`config.mk`:
```
export PLATFORM = sky130hd
export DESIGN_NAME = stream_word_replace
export DESIGN_NICKNAME = d
export VERILOG_FILES = /design/src/rtl/swr_pkg.sv /design/src/rtl/swr_front.sv /design/src/rtl/swr_cmd_fifo.sv /design/src/rtl/swr_back.sv /design/src/rtl/stream_word_replace.sv
export SDC_FILE = /design/constraint.sdc
export NUM_CORES = 1
export LEC_CHECK = 0
export ABC_AREA = 1
export BUFFER_PORTS_ARGS = -buffer_cell sky130_fd_sc_hd__buf_2
export CORE_MARGIN = 2
export CORE_UTILIZATION = 50
export CTS_CLUSTER_DIAMETER = 60
export DETAILED_ROUTE_END_ITERATION = 12
export GPL_ROUTABILITY_DRIVEN = 0
export GPL_TIMING_DRIVEN = 0
export PLACE_DENSITY = 0.68
export SLEW_MARGIN = 0
export SYNTH_ARGS = -nofsm -noshare
export SYNTH_HDL_FRONTEND = slang
export SYNTH_SLANG_ARGS = --single-unit
```
`constraint.sdc`:
```
create_clock -name clk -period 5.45 [get_ports clk]
set_input_delay 0.545 -clock clk [delete_from_list [all_inputs] [get_ports clk]]
set_output_delay 0.545 -clock clk [all_outputs]
set_load 0.01 [all_outputs]
```
`src/rtl/swr_pkg.sv`:
```
`timescale 1ns / 1ps
`default_nettype none

package swr_pkg;

  localparam int unsigned PAT_LEN    = 5;
  localparam int unsigned REP_LEN    = 6;
  localparam int unsigned QDEPTH_DEF = 4;

  // One classified input byte: held prefix, then the byte itself or the
  // replacement word, then the prefix flushed at end of text.
  typedef struct packed {
    logic [2:0] pre_len;
    logic       has_byte;
    logic [7:0] data_byte;
    logic       has_rep;
    logic [2:0] post_len;
    logic       last;
  } swr_cmd_t;

  localparam int unsigned CMD_W = $bits(swr_cmd_t);

  function automatic logic [7:0] pat_byte(input logic [2:0] idx);
    logic [7:0] b;
    case (idx)
      3'd0:    b = 8'h42; // B
      3'd1:    b = 8'h41; // A
      3'd2:    b = 8'h53; // S
      3'd3:    b = 8'h49; // I
      3'd4:    b = 8'h43; // C
      default: b = 8'h00;
    endcase
    return b;
  endfunction

  function automatic logic [7:0] rep_byte(input logic [2:0] idx);
    logic [7:0] b;
    case (idx)
      3'd0:    b = 8'h44; // D
      3'd1:    b = 8'h65; // e
      3'd2:    b = 8'h6c; // l
      3'd3:    b = 8'h70; // p
      3'd4:    b = 8'h68; // h
      3'd5:    b = 8'h69; // i
      default: b = 8'h00;
    endcase
    return b;
  endfunction

  function automatic logic [3:0] cmd_len(input swr_cmd_t c);
    logic [3:0] n;
    n = {1'b0, c.pre_len} + {3'b000, c.has_byte} + {1'b0, c.post_len}
        + (c.has_rep ? 4'(REP_LEN) : 4'd0);
    return n;
  endfunction

endpackage

`default_nettype wire

```
`src/rtl/swr_front.sv`:
```
`timescale 1ns / 1ps
`default_nettype none

module swr_front (
  input  wire logic            clk,
  input  wire logic            rst_n,
  input  wire logic            in_tvalid,
  output logic                 in_tready,
  input  wire logic [7:0]      in_tdata,   // [7:0] text_byte
  input  wire logic            in_tlast,   // end_of_text
  input  wire logic            q_full,
  output logic                 q_push,
  output swr_pkg::swr_cmd_t    q_cmd
);
  import swr_pkg::*;

  logic [2:0] cnt_r, cnt_nxt;
  logic [2:0] idx;
  logic [2:0] newc;
  logic       accept;
  swr_cmd_t   cmd;

  assign in_tready = !q_full;
  assign accept    = in_tvalid && in_tready;

  always_comb begin
    idx  = (cnt_r > 3'(PAT_LEN - 1)) ? 3'(PAT_LEN - 1) : cnt_r;
    cmd  = '0;
    newc = 3'd0;
    cmd.data_byte = in_tdata;
    cmd.last      = in_tlast;
    if (in_tdata == pat_byte(idx)) begin
      newc = idx + 3'd1;
      if (newc == 3'(PAT_LEN)) begin
        cmd.has_rep = 1'b1;
        newc        = 3'd0;
      end
    end else begin
      // flush the held prefix, then test this byte as a new start
      cmd.pre_len = idx;
      if (in_tdata == pat_byte(3'd0)) begin
        newc = 3'd1;
      end else begin
        cmd.has_byte = 1'b1;
      end
    end
    if (in_tlast) begin
      cmd.post_len = newc;
      newc         = 3'd0;
    end
  end

  assign q_cmd  = cmd;
  assign q_push = accept && (cmd_len(cmd) != 4'd0);

  always_comb begin
    cnt_nxt = cnt_r;
    if (accept) begin
      cnt_nxt = newc;
    end
  end

  always_ff @(posedge clk) begin
    if (!rst_n) begin
      cnt_r <= 3'd0;
    end else begin
      cnt_r <= cnt_nxt;
    end
  end

endmodule

`default_nettype wire

```
`src/rtl/swr_cmd_fifo.sv`:
```
`timescale 1ns / 1ps
`default_nettype none

module swr_cmd_fifo #(
  parameter int unsigned DEPTH = swr_pkg::QDEPTH_DEF
) (
  input  wire logic               clk,
  input  wire logic               rst_n,
  input  wire logic               push,
  input  wire swr_pkg::swr_cmd_t  push_cmd,
  output logic                    full,
  input  wire logic               pop,
  output logic                    valid,
  output swr_pkg::swr_cmd_t       head
);
  import swr_pkg::*;

  localparam int unsigned AW = (DEPTH > 1) ? $clog2(DEPTH) : 1;
  localparam int unsigned CW = $clog2(DEPTH + 1);

  swr_cmd_t        mem_r [DEPTH];
  logic [AW-1:0]   wr_r, wr_nxt;
  logic [AW-1:0]   rd_r, rd_nxt;
  logic [CW-1:0]   cnt_r, cnt_nxt;
  logic            do_push, do_pop;

  assign full    = (cnt_r == CW'(DEPTH));
  assign valid   = (cnt_r != '0);
  assign head    = mem_r[rd_r];
  assign do_push = push && !full;
  assign do_pop  = pop && valid;

  always_comb begin
    wr_nxt  = wr_r;
    rd_nxt  = rd_r;
    cnt_nxt = cnt_r;
    if (do_push) begin
      wr_nxt = (wr_r == AW'(DEPTH - 1)) ? '0 : wr_r + AW'(1);
    end
    if (do_pop) begin
      rd_nxt = (rd_r == AW'(DEPTH - 1)) ? '0 : rd_r + AW'(1);
    end
    if (do_push && !do_pop) begin
      cnt_nxt = cnt_r + CW'(1);
    end else if (do_pop && !do_push) begin
      cnt_nxt = cnt_r - CW'(1);
    end
  end

  always_ff @(posedge clk) begin
    if (do_push) begin
      mem_r[wr_r] <= push_cmd;
    end
  end

  always_ff @(posedge clk) begin
    if (!rst_n) begin
      wr_r  <= '0;
      rd_r  <= '0;
      cnt_r <= '0;
    end else begin
      wr_r  <= wr_nxt;
      rd_r  <= rd_nxt;
      cnt_r <= cnt_nxt;
    end
  end

endmodule

`default_nettype wire

```
`src/rtl/swr_back.sv`:
```
`timescale 1ns / 1ps
`default_nettype none

module swr_back (
  input  wire logic               clk,
  input  wire logic               rst_n,
  input  wire logic               q_valid,
  input  wire swr_pkg::swr_cmd_t  q_cmd,
  output logic                    q_pop,
  output logic                    out_tvalid,
  input  wire logic               out_tready,
  output logic [7:0]              out_tdata,  // [7:0] out_byte
  output logic                    out_tlast   // out_last
);
  import swr_pkg::*;

  swr_cmd_t   cur_r, cur_nxt;
  logic       cur_vld_r, cur_vld_nxt;
  logic [3:0] j_r, j_nxt;
  logic       ov_r, ov_nxt;
  logic [7:0] od_r;
  logic       ol_r;
  logic [3:0] len;
  logic [3:0] k1, k2, k3;
  logic [7:0] sel;
  logic       emit, done, load;

  assign len  = cmd_len(cur_r);
  assign emit = cur_vld_r && (!ov_r || out_tready);
  assign done = emit && (j_r == len - 4'd1);
  assign load = q_valid && (!cur_vld_r || done);
  assign q_pop = load;

  // walk the segments: held prefix, byte or replacement, trailing flush
  always_comb begin
    k1  = j_r - {1'b0, cur_r.pre_len};
    k2  = k1 - {3'b000, cur_r.has_byte};
    k3  = k2 - (cur_r.has_rep ? 4'(REP_LEN) : 4'd0);
    if (j_r < {1'b0, cur_r.pre_len}) begin
      sel = pat_byte(j_r[2:0]);
    end else if (cur_r.has_byte && (k1 == 4'd0)) begin
      sel = cur_r.data_byte;
    end else if (cur_r.has_rep && (k2 < 4'(REP_LEN))) begin
      sel = rep_byte(k2[2:0]);
    end else begin
      sel = pat_byte(k3[2:0]);
    end
  end

  always_comb begin
    cur_nxt     = cur_r;
    cur_vld_nxt = cur_vld_r;
    j_nxt       = j_r;
    if (load) begin
      cur_nxt     = q_cmd;
      cur_vld_nxt = 1'b1;
      j_nxt       = 4'd0;
    end else if (done) begin
      cur_vld_nxt = 1'b0;
    end else if (emit) begin
      j_nxt = j_r + 4'd1;
    end
  end

  always_comb begin
    ov_nxt = ov_r;
    if (emit) begin
      ov_nxt = 1'b1;
    end else if (out_tready) begin
      ov_nxt = 1'b0;
    end
  end

  always_ff @(posedge clk) begin
    if (!rst_n) begin
      cur_vld_r <= 1'b0;
      ov_r      <= 1'b0;
    end else begin
      cur_vld_r <= cur_vld_nxt;
      ov_r      <= ov_nxt;
    end
  end

  always_ff @(posedge clk) begin
    cur_r <= cur_nxt;
    j_r   <= j_nxt;
    if (emit) begin
      od_r <= sel;
      ol_r <= cur_r.last && (j_r == len - 4'd1);
    end
  end

  assign out_tvalid = ov_r;
  assign out_tdata  = od_r;
  assign out_tlast  = ol_r;

endmodule

`default_nettype wire

```
`src/rtl/stream_word_replace.sv`:
```
`timescale 1ns / 1ps
`default_nettype none

// Channel | Dir | tdata          | tlast        | Role
// in_     | in  | [7:0] text_byte | end_of_text | text bytes to scan
// out_    | out | [7:0] out_byte  | out_last    | rewritten text bytes
//
// A byte is classified on transfer and queued as a command if it releases
// output; n = 0 to 6 released bytes leave one per cycle when not stalled
// by out_tready, via the queue, command register and output register.
// Reset (synchronous, rst_n low) clears the match count, queue and output.
// The input stalls only when the command queue is full; out_tready low
// holds the output register and lets the queue fill.

module stream_word_replace #(
  parameter int unsigned QDEPTH = swr_pkg::QDEPTH_DEF
) (
  input  wire logic       clk,
  input  wire logic       rst_n,
  input  wire logic       in_tvalid,
  output logic            in_tready,
  input  wire logic [7:0] in_tdata,   // [7:0] text_byte
  input  wire logic       in_tlast,   // end_of_text
  output logic            out_tvalid,
  input  wire logic       out_tready,
  output logic [7:0]      out_tdata,  // [7:0] out_byte
  output logic            out_tlast   // out_last
);
  import swr_pkg::*;

  swr_cmd_t push_cmd;
  swr_cmd_t head;
  logic     push, full, pop, q_valid;

  swr_front u_front (
    .clk       (clk),
    .rst_n     (rst_n),
    .in_tvalid (in_tvalid),
    .in_tready (in_tready),
    .in_tdata  (in_tdata),
    .in_tlast  (in_tlast),
    .q_full    (full),
    .q_push    (push),
    .q_cmd     (push_cmd)
  );

  swr_cmd_fifo #(
    .DEPTH (QDEPTH)
  ) u_fifo (
    .clk      (clk),
    .rst_n    (rst_n),
    .push     (push),
    .push_cmd (push_cmd),
    .full     (full),
    .pop      (pop),
    .valid    (q_valid),
    .head     (head)
  );

  swr_back u_back (
    .clk        (clk),
    .rst_n      (rst_n),
    .q_valid    (q_valid),
    .q_cmd      (head),
    .q_pop      (pop),
    .out_tvalid (out_tvalid),
    .out_tready (out_tready),
    .out_tdata  (out_tdata),
    .out_tlast  (out_tlast)
  );

endmodule

`default_nettype wire

```
==> impl_results.md, run 1 <==
* Layout cells sized above 1 at 10.7%
* Die ar. at approximately 12,000 sq um
* Final hold vios at 0
* Crit path cell chain: nor2_1 -> inv_1 -> ha_1 -> o21bai_1 -> nand2_1 -> nor3_4 -> nand3_4 -> nor2_1 -> fa_1 -> ha_1 -> fa_1 -> inv_1 -> a31oi_1 -> inv_1 -> nor2_2 -> buf_6
* Critical Path End Type: register
* Hold depth at 1
* Most common cell on crit path: inv_1
* Layout Skew at between 10 and 15 ps
* Area growth syn-to-layout at 9.80%
* Core area at around 11,000 sq um
* Register area at 3140 sq um
* Clock transition at path regs at 100 ps
* Most common cell after layout, fill and taps aside: edfxtp_1
* DRT Wirelength at between 10 and 15 mm
* Area occupied by multi-input gates at 1970 sq um
* Overflow after GRT at 0
* Post-route setup slack at ~600 ps
* Flops & latches, synth at 110
* TritonCTS Sinks at 110
* GR Layer Usage met3 at around 4.7%
* Post-Place Cell Area at between 5000 and 6000 sq um
* Worst rel slew slack at 37.4%
* Syn_nets at between 500 and 600
* Pleak at between 2 and 2.5 nW
* Max incr delay on CP at roughly 500 ps
* Hold-fix buffers, CTS at 0
* CTS root buf: clkbuf_8
* Largest net degree at the start of global routing at 19
* Status: finished clean
* RSZ-0062 raised after global routing: false
* Yosys cell types at 35
* Sequential fraction of the synthesis area at about 58%
* Number of synthesis warnings at 0
* Slowest library cell on the worst path: nor2_2
* Bufs and invs on worst path at 4
* Total number of vias at ~3,700
* Max VDD drop at roughly 0.00026 V
* # nets final at just over 600
* Worst Path Required at 5530 ps
* EDFF count, synth at 94
* CTS tree: built
* Initial antenna violation count at 0
* Post-synthesis cell count at ~530
* Worst-Margin Slew at about 940 ps
* Final slew viol count at 0
* Routing usage on met2 at 33.2%
* Cells after DPL at ~700
* Crit path max fanout at 9
* Final instance area at 5970 sq um
* Tmin final at 4840 ps
* Setup_tns at 0 ps
* Total GRT Usage at a little under a fifth
* Die width at 108 microns
* Overall die height at around 110 microns
* Met1 usage at 22.2%
* 1st-iter DRT viols at 307
* # rows at 38
* Worst Reg-to-Reg Cells at 16
* First-pass GRT wire length at around 17 mm
* CTS Buffer Depth at 2
* Wire per inst at between 10 and 15 microns
* Crit path launch type: register
* Clk_lat worst skew at roughly 370 ps
* DRC Markers at 0
* Async SR Flop Fraction at 0%
* Final HPWL DP at about 7.6 mm
* Synth Flop Type: edfxtp_1
* Vias per cell at ~5.3
* Mapped Area at approximately 5400 sq um
* Port bufs at 23
* CTS Buf Count at 9
* Fill count at roughly 950
* Post-route ant nets at 0
* Initial DRT Pass Iterations at 5
* Layer carrying the most global-route usage: met2
* Vias in the first global route at roughly 3,500
* Finished Layout Cells at slightly above 700
* Max cap viols at 0
* Syn Area/Cell at between 10 and 15 sq um
* WS Path Type: register to register
* CP top delay family: simple AND/OR/NAND/NOR gates
* Pre-CTS setup slack at 312 ps
* F_max at between 200 and 250 MHz
* Fin crit share at approximately 89%
* Io pins at 24
* Final setup viols at 0
* Pwr Total at 0.00333 W
* WP data arrival at about 4900 ps
* N_diodes at 0
* Crit path depth at 16
* # H-tree levels at 3
* Most frequent cells in the layout: edfxtp_1 (94), inv_1 (80), nand2_1 (74)
* PwrDens at 557 nW/um^2
* Starting Density at 50.6%
* Hold WC Path Type: primary input to register
## repair_timing
item,4_1_cts,5_1_grt
buffers inserted,0,0
resized for setup,0,2
setup endpoints to repair,0,27
## synth_stat cells (4+ instances only)
library cell,number,share of area [%]
nor3_1,5,0.46
nand2_1,74,5.1
a21oi_1,16,1.5
inv_1,80,5.5
fa_1,9,3.3
dfxtp_1,16,5.9
nand4_1,8,0.92
o21ai_1,4,0.37
ha_1,27,6.2
nand3_1,27,2.5
o22ai_1,17,2.0
xor2_1,6,0.97
o21ai_0,49,4.5
clkbuf_1,8,0.55
xnor2_1,4,0.64
edfxtp_1,94,52
nor2_1,61,4.2
## report_power, final
part / leakage [nW] / total [W] / switching (W) / internal [W]
clock: 0.0987 / 0.000465 / 0.000270 / 0.000195
sequential: 0.997 / 0.00124 / 0.0000771 / 0.00117
combinational: 1.38 / 0.00162 / 0.00104 / 0.000582
## cell families (layout without fill, tap and decap cells)
logic type | count (synthesis) | count (layout) | share of synthesized area [%]
xor gates and xnor gates | 11 | 11 | 1.91
DFF | 110 | 110 | 57.8
and+or+nand+nor | 188 | 188 | 15.4
adders and majority gates | 36 | 36 | 9.52
buffers and inverters | 93 | 135 | 6.44
AOI/OAI and AO/OA | 91 | 91 | 8.99
## area by class of cell
| class | instances | area share (%) |
|---|---|---|
| flip-flops and latches | 110 | 52.6 |
| inverters | 82 | 5.15 |
| plain buffers | 11 | 0.712 |
| clock buffers | 12 | 2.60 |
| multi-input cells | 326 | 32.9 |
| clock inverters | 4 | 0.503 |
| repair buffers | 26 | 2.56 |
| well taps | 140 | 2.93 |
## per-layer routing
layer | vias to the layer above | wire length [microns]
li1 | 1867 | -
met1 | 1765 | 4210
met2 | 92 | 5300
met3 | 10 | 556
met4 | 0 | 102
met5 | - | 0
## worst register-to-register path, stage by stage (launching register included)
cell      delay (ps)
dfxtp_1          380
nor2_1           240
inv_1            120
ha_1             250
o21bai_1         150
nand2_1          100
nor3_4           300
nand3_4          180
nor2_1           350
fa_1             490
ha_1             220
fa_1             480
inv_1             40
a31oi_1          260
inv_1            230
nor2_2           500
buf_6            250
## state kept, by name (all words and copies together) (netlist names)
name / count
u_fifo.rd_r: 2
u_back.out_tvalid: 1
u_back.j_r: 4
u_back.cur_r: 17
u_back.cur_vld_r: 1
u_fifo.mem_r: 68
u_fifo.cnt_r: 3
u_front.cnt_r: 3
u_fifo.wr_r: 2
u_back.out_tdata: 8
u_back.out_tlast: 1
## worst paths after layout
path,from,endpoint,slack [ps]
max,u_front.cnt_r[2],u_fifo.mem_r[3][10],610
min,in_tdata[6],u_fifo.mem_r[3][11],420
max reg2reg,u_front.cnt_r[2],u_fifo.mem_r[3][10],610
min reg2reg,u_front.cnt_r[1],u_front.cnt_r[1],480
## stage by stage
step	utilization (%)	hold slack (ps)
after floorplan	-	445
after global placement	53.3	455
after detailed placement	53.8	465
after CTS	55.5	405
after global routing	55.6	410
final	55.6	422
Note: power is estimated with default switching activity, not from simulation.
==> inputs of run 2 (changes only) <==
ABC_AREA = 0   (was 1)
==> run 2 against run 1 <==
Net effect: register-to-register slack worse by 410 ps; area after synthesis down 2.7%; cell count down 24%; utilization up 1.2 points; critical endpoint is now u_fifo.cnt_r[2]; highest routed layer unchanged.
==> impl_results.md, run 2 <==
* Most frequent cells after synthesis: edfxtp_1 (94), inv_1 (33), ha_1 (27)
* Critical Path End Type: register
* F_max at about 190 MHz
* DRC Markers at 0
* Cells after DPL at between 500 and 600
* Crit path cell chain: buf_2 -> nand2b_2 -> ha_1 -> buf_6 -> or4b_2 -> o211ai_2 -> o2111ai_4 -> a21oi_2 -> and2_4 -> fa_1 -> ha_1 -> fa_1 -> xnor2_1 -> nor3_1 -> a21oi_2 -> ha_2 -> inv_1 -> fa_1 -> xor2_1 -> or3_1 -> a21boi_1
* Max incr delay on CP at ~640 ps
* Layout Skew at approximately 10 ps
* Initial DRT Pass Iterations at 4
* DR WL met3 at approximately 250 microns
* Crit path max fanout at 10
* Worst Path Required at roughly 5800 ps
* Most frequent cells in the layout: edfxtp_1 (94), inv_1 (32), buf_2 (28)
* Slowest library cell on the worst path: or4b_2
* Wire per inst at between 15 and 20 microns
* Area leader, netlist: edfxtp_1
* Final slew viol count at 0
* Max VDD drop at about 0.00043 V
* Hold depth at 1
* Syn Area/Cell at 14.7 sq um
* WS Path Type: register to register
* Pre-CTS setup slack at -585 ps
* Synth Flop Type: edfxtp_1
* Overflow after GRT at 0
* Most common cell in the netlist: edfxtp_1
* 1st-iter DRT viols at 185
* # nets final at about 450
* Largest Register: u_fifo.mem_r
* Pwr Total at 0.00343 W
* Area growth syn-to-layout at 10.8%
* Metal1 wirelength at 4.03 mm
* Die width at approximately 110 microns
* Total GRT Usage at 17.2%
* Pleak at ~2.2 nW
* CP top delay family: adder cells
* Flip-flop count of the largest register after layout at a little under 70
* Layout cells sized above 1 at between 20% and 30%
* Setup_tns at 0 ps
* TritonCTS Sinks at 110
* Most common cell after layout, fill and taps aside: edfxtp_1
* Sequential fraction of the synthesis area at ~59%
* Status: finished clean
* CTS tree: built
* Largest net degree at the start of global routing at 27
* N_diodes at 0
* Most common cell on crit path: fa_1
* Top Metal Used: met4
* Number of synthesis warnings at 0
* Starting Density at about 51%
* Mapped Area at about 5300 sq um
* # H-tree levels at 3
* Async SR Flop Fraction at 0%
* First-pass GRT wire length at approximately 15 mm
* Post-route setup slack at roughly 200 ps
* Bufs and invs on worst path at 3
* EDFF count, synth at between 90 and 100
* Tmin final at 5250 ps
* Crit path depth at 21
* Clk_lat worst skew at ~370 ps
* Final HPWL DP at ~6.3 mm
* Total number of vias at approximately 2,900
* Syn_nets at slightly above 400
* Yosys cell types at 54
* PwrDens at just under 600 nW/um^2
* CTS root buf: clkbuf_8
* Io pins at 24
* Finished Layout Cells at 540
* Crit path launch type: register
* Initial antenna violation count at 0
* Vias in the first global route at roughly 2,900
* Fin crit share at 96.3%
* Hold Slack at between 400 and 500 ps
* Post-synthesis cell count at 361
* CTS Buf Count at 9
* Core area at about 10,000 sq um
* # rows at 37
* Largest cells by area after synthesis: edfxtp_1 (53%), mux4_2 (7.2%), ha_1 (6.4%)
* Worst-Margin Slew at a little under 1000 ps
* Max cap viols at 0
* Vias per cell at about 5.3
* Final setup viols at 0
* Die ar. at 11,400 sq um
* Final hold vios at 0
* Overall die height at 107 microns
* Yosys top cell area share at between 50% and 60%
* RSZ-0062 raised after global routing: true
* DR WL met2 at about 4.3 mm
* WP data arrival at between 5000 and 6000 ps
* Worst Reg-to-Reg Cells at 21
* CTS Buffer Depth at 2
* Fill count at about 800
* Post-route ant nets at 0
* DRT Wirelength at roughly 8.8 mm
* Hold WC Path Type: primary input to register
* Flops & latches, synth at 110
* Worst rel slew slack at 35.3%
* Hold-fix buffers, CTS at 0
* Port bufs at 23
* Clock transition at path regs at ~110 ps
-- run 2: changes by cell type after synthesis, sizes merged, moves of 14 or more --
| cell | before | now |
|---|---|---|
| nand3 | 29 | 9 |
| nor2 | 62 | 14 |
| o22ai | 17 | 3 |
| nand2 | 78 | 15 |
| mux4 | 0 | 17 |
| o21ai | 54 | 11 |
| inv | 82 | 34 |
-- run 2: area by class of cell --
class	count	area, sq um	area share, %
plain buffers	10	51.3	0.875
clock buffers	9	124	2.11
clock inverters	7	91.3	1.56
inverters	34	128	2.18
multi-input cells	207	2010	34.3
flip-flops and latches	110	3140	53.6
well taps	136	170	2.90
repair buffers	27	145	2.48
-- run 2: layer usage --
layer  track usage (%)  vias to the layer above
met4              7.14                        0
met1              23.3                     1405
met2              28.4                       44
li1                  -                     1415
met3              2.19                       14
met5                 0                        -
-- run 2: kinds of logic after synthesis --
group	count (synthesis)	share of synthesized area (%)
AO/OA/AOI/OAI	42	5.84
multiplexers	25	8.75
flip-flops	110	59.4
buffers and inverters	44	3.36
adder cells (fa/ha/maj)	36	9.79
XOR/XNOR	20	4.04
AND/OR/NAND/NOR	84	8.84
-- run 2: worst paths after layout --
check	start	endpoint	slack [ps]
max reg2reg	u_front.cnt_r[2]	u_fifo.cnt_r[2]	200
min	in_tdata[7]	u_fifo.mem_r[0][12]	400
min reg2reg	u_front.cnt_r[0]	u_front.cnt_r[0]	480
max	u_front.cnt_r[2]	u_fifo.cnt_r[2]	200
-- run 2: per-stage QoR --
| step | cell area (sq um) | util, % |
|---|---|---|
| after floorplan | 5290 | - |
| after global placement | 5580 | 54.0 |
| after detailed placement | 5580 | 54.0 |
| after CTS | 5810 | 56.3 |
| after global routing | 5860 | 56.8 |
| final | 5860 | 56.8 |
-- run 2: timing repair --
item	CTS	global route
gates cloned	0	0
setup endpoints to repair	70	69
endpoints found under the hold margin	0	0
pin swaps	1	2
resized for setup	4	16
buffers inserted	1	3
-- run 2: report_power, final --
part | leakage, nW | internal (W) | switching [W]
registers | 1.00 | 0.00116 | 0.0000823
clock network | 0.105 | 0.000224 | 0.000290
logic | 1.06 | 0.000741 | 0.000926
total | 2.16 | 0.00213 | 0.00130
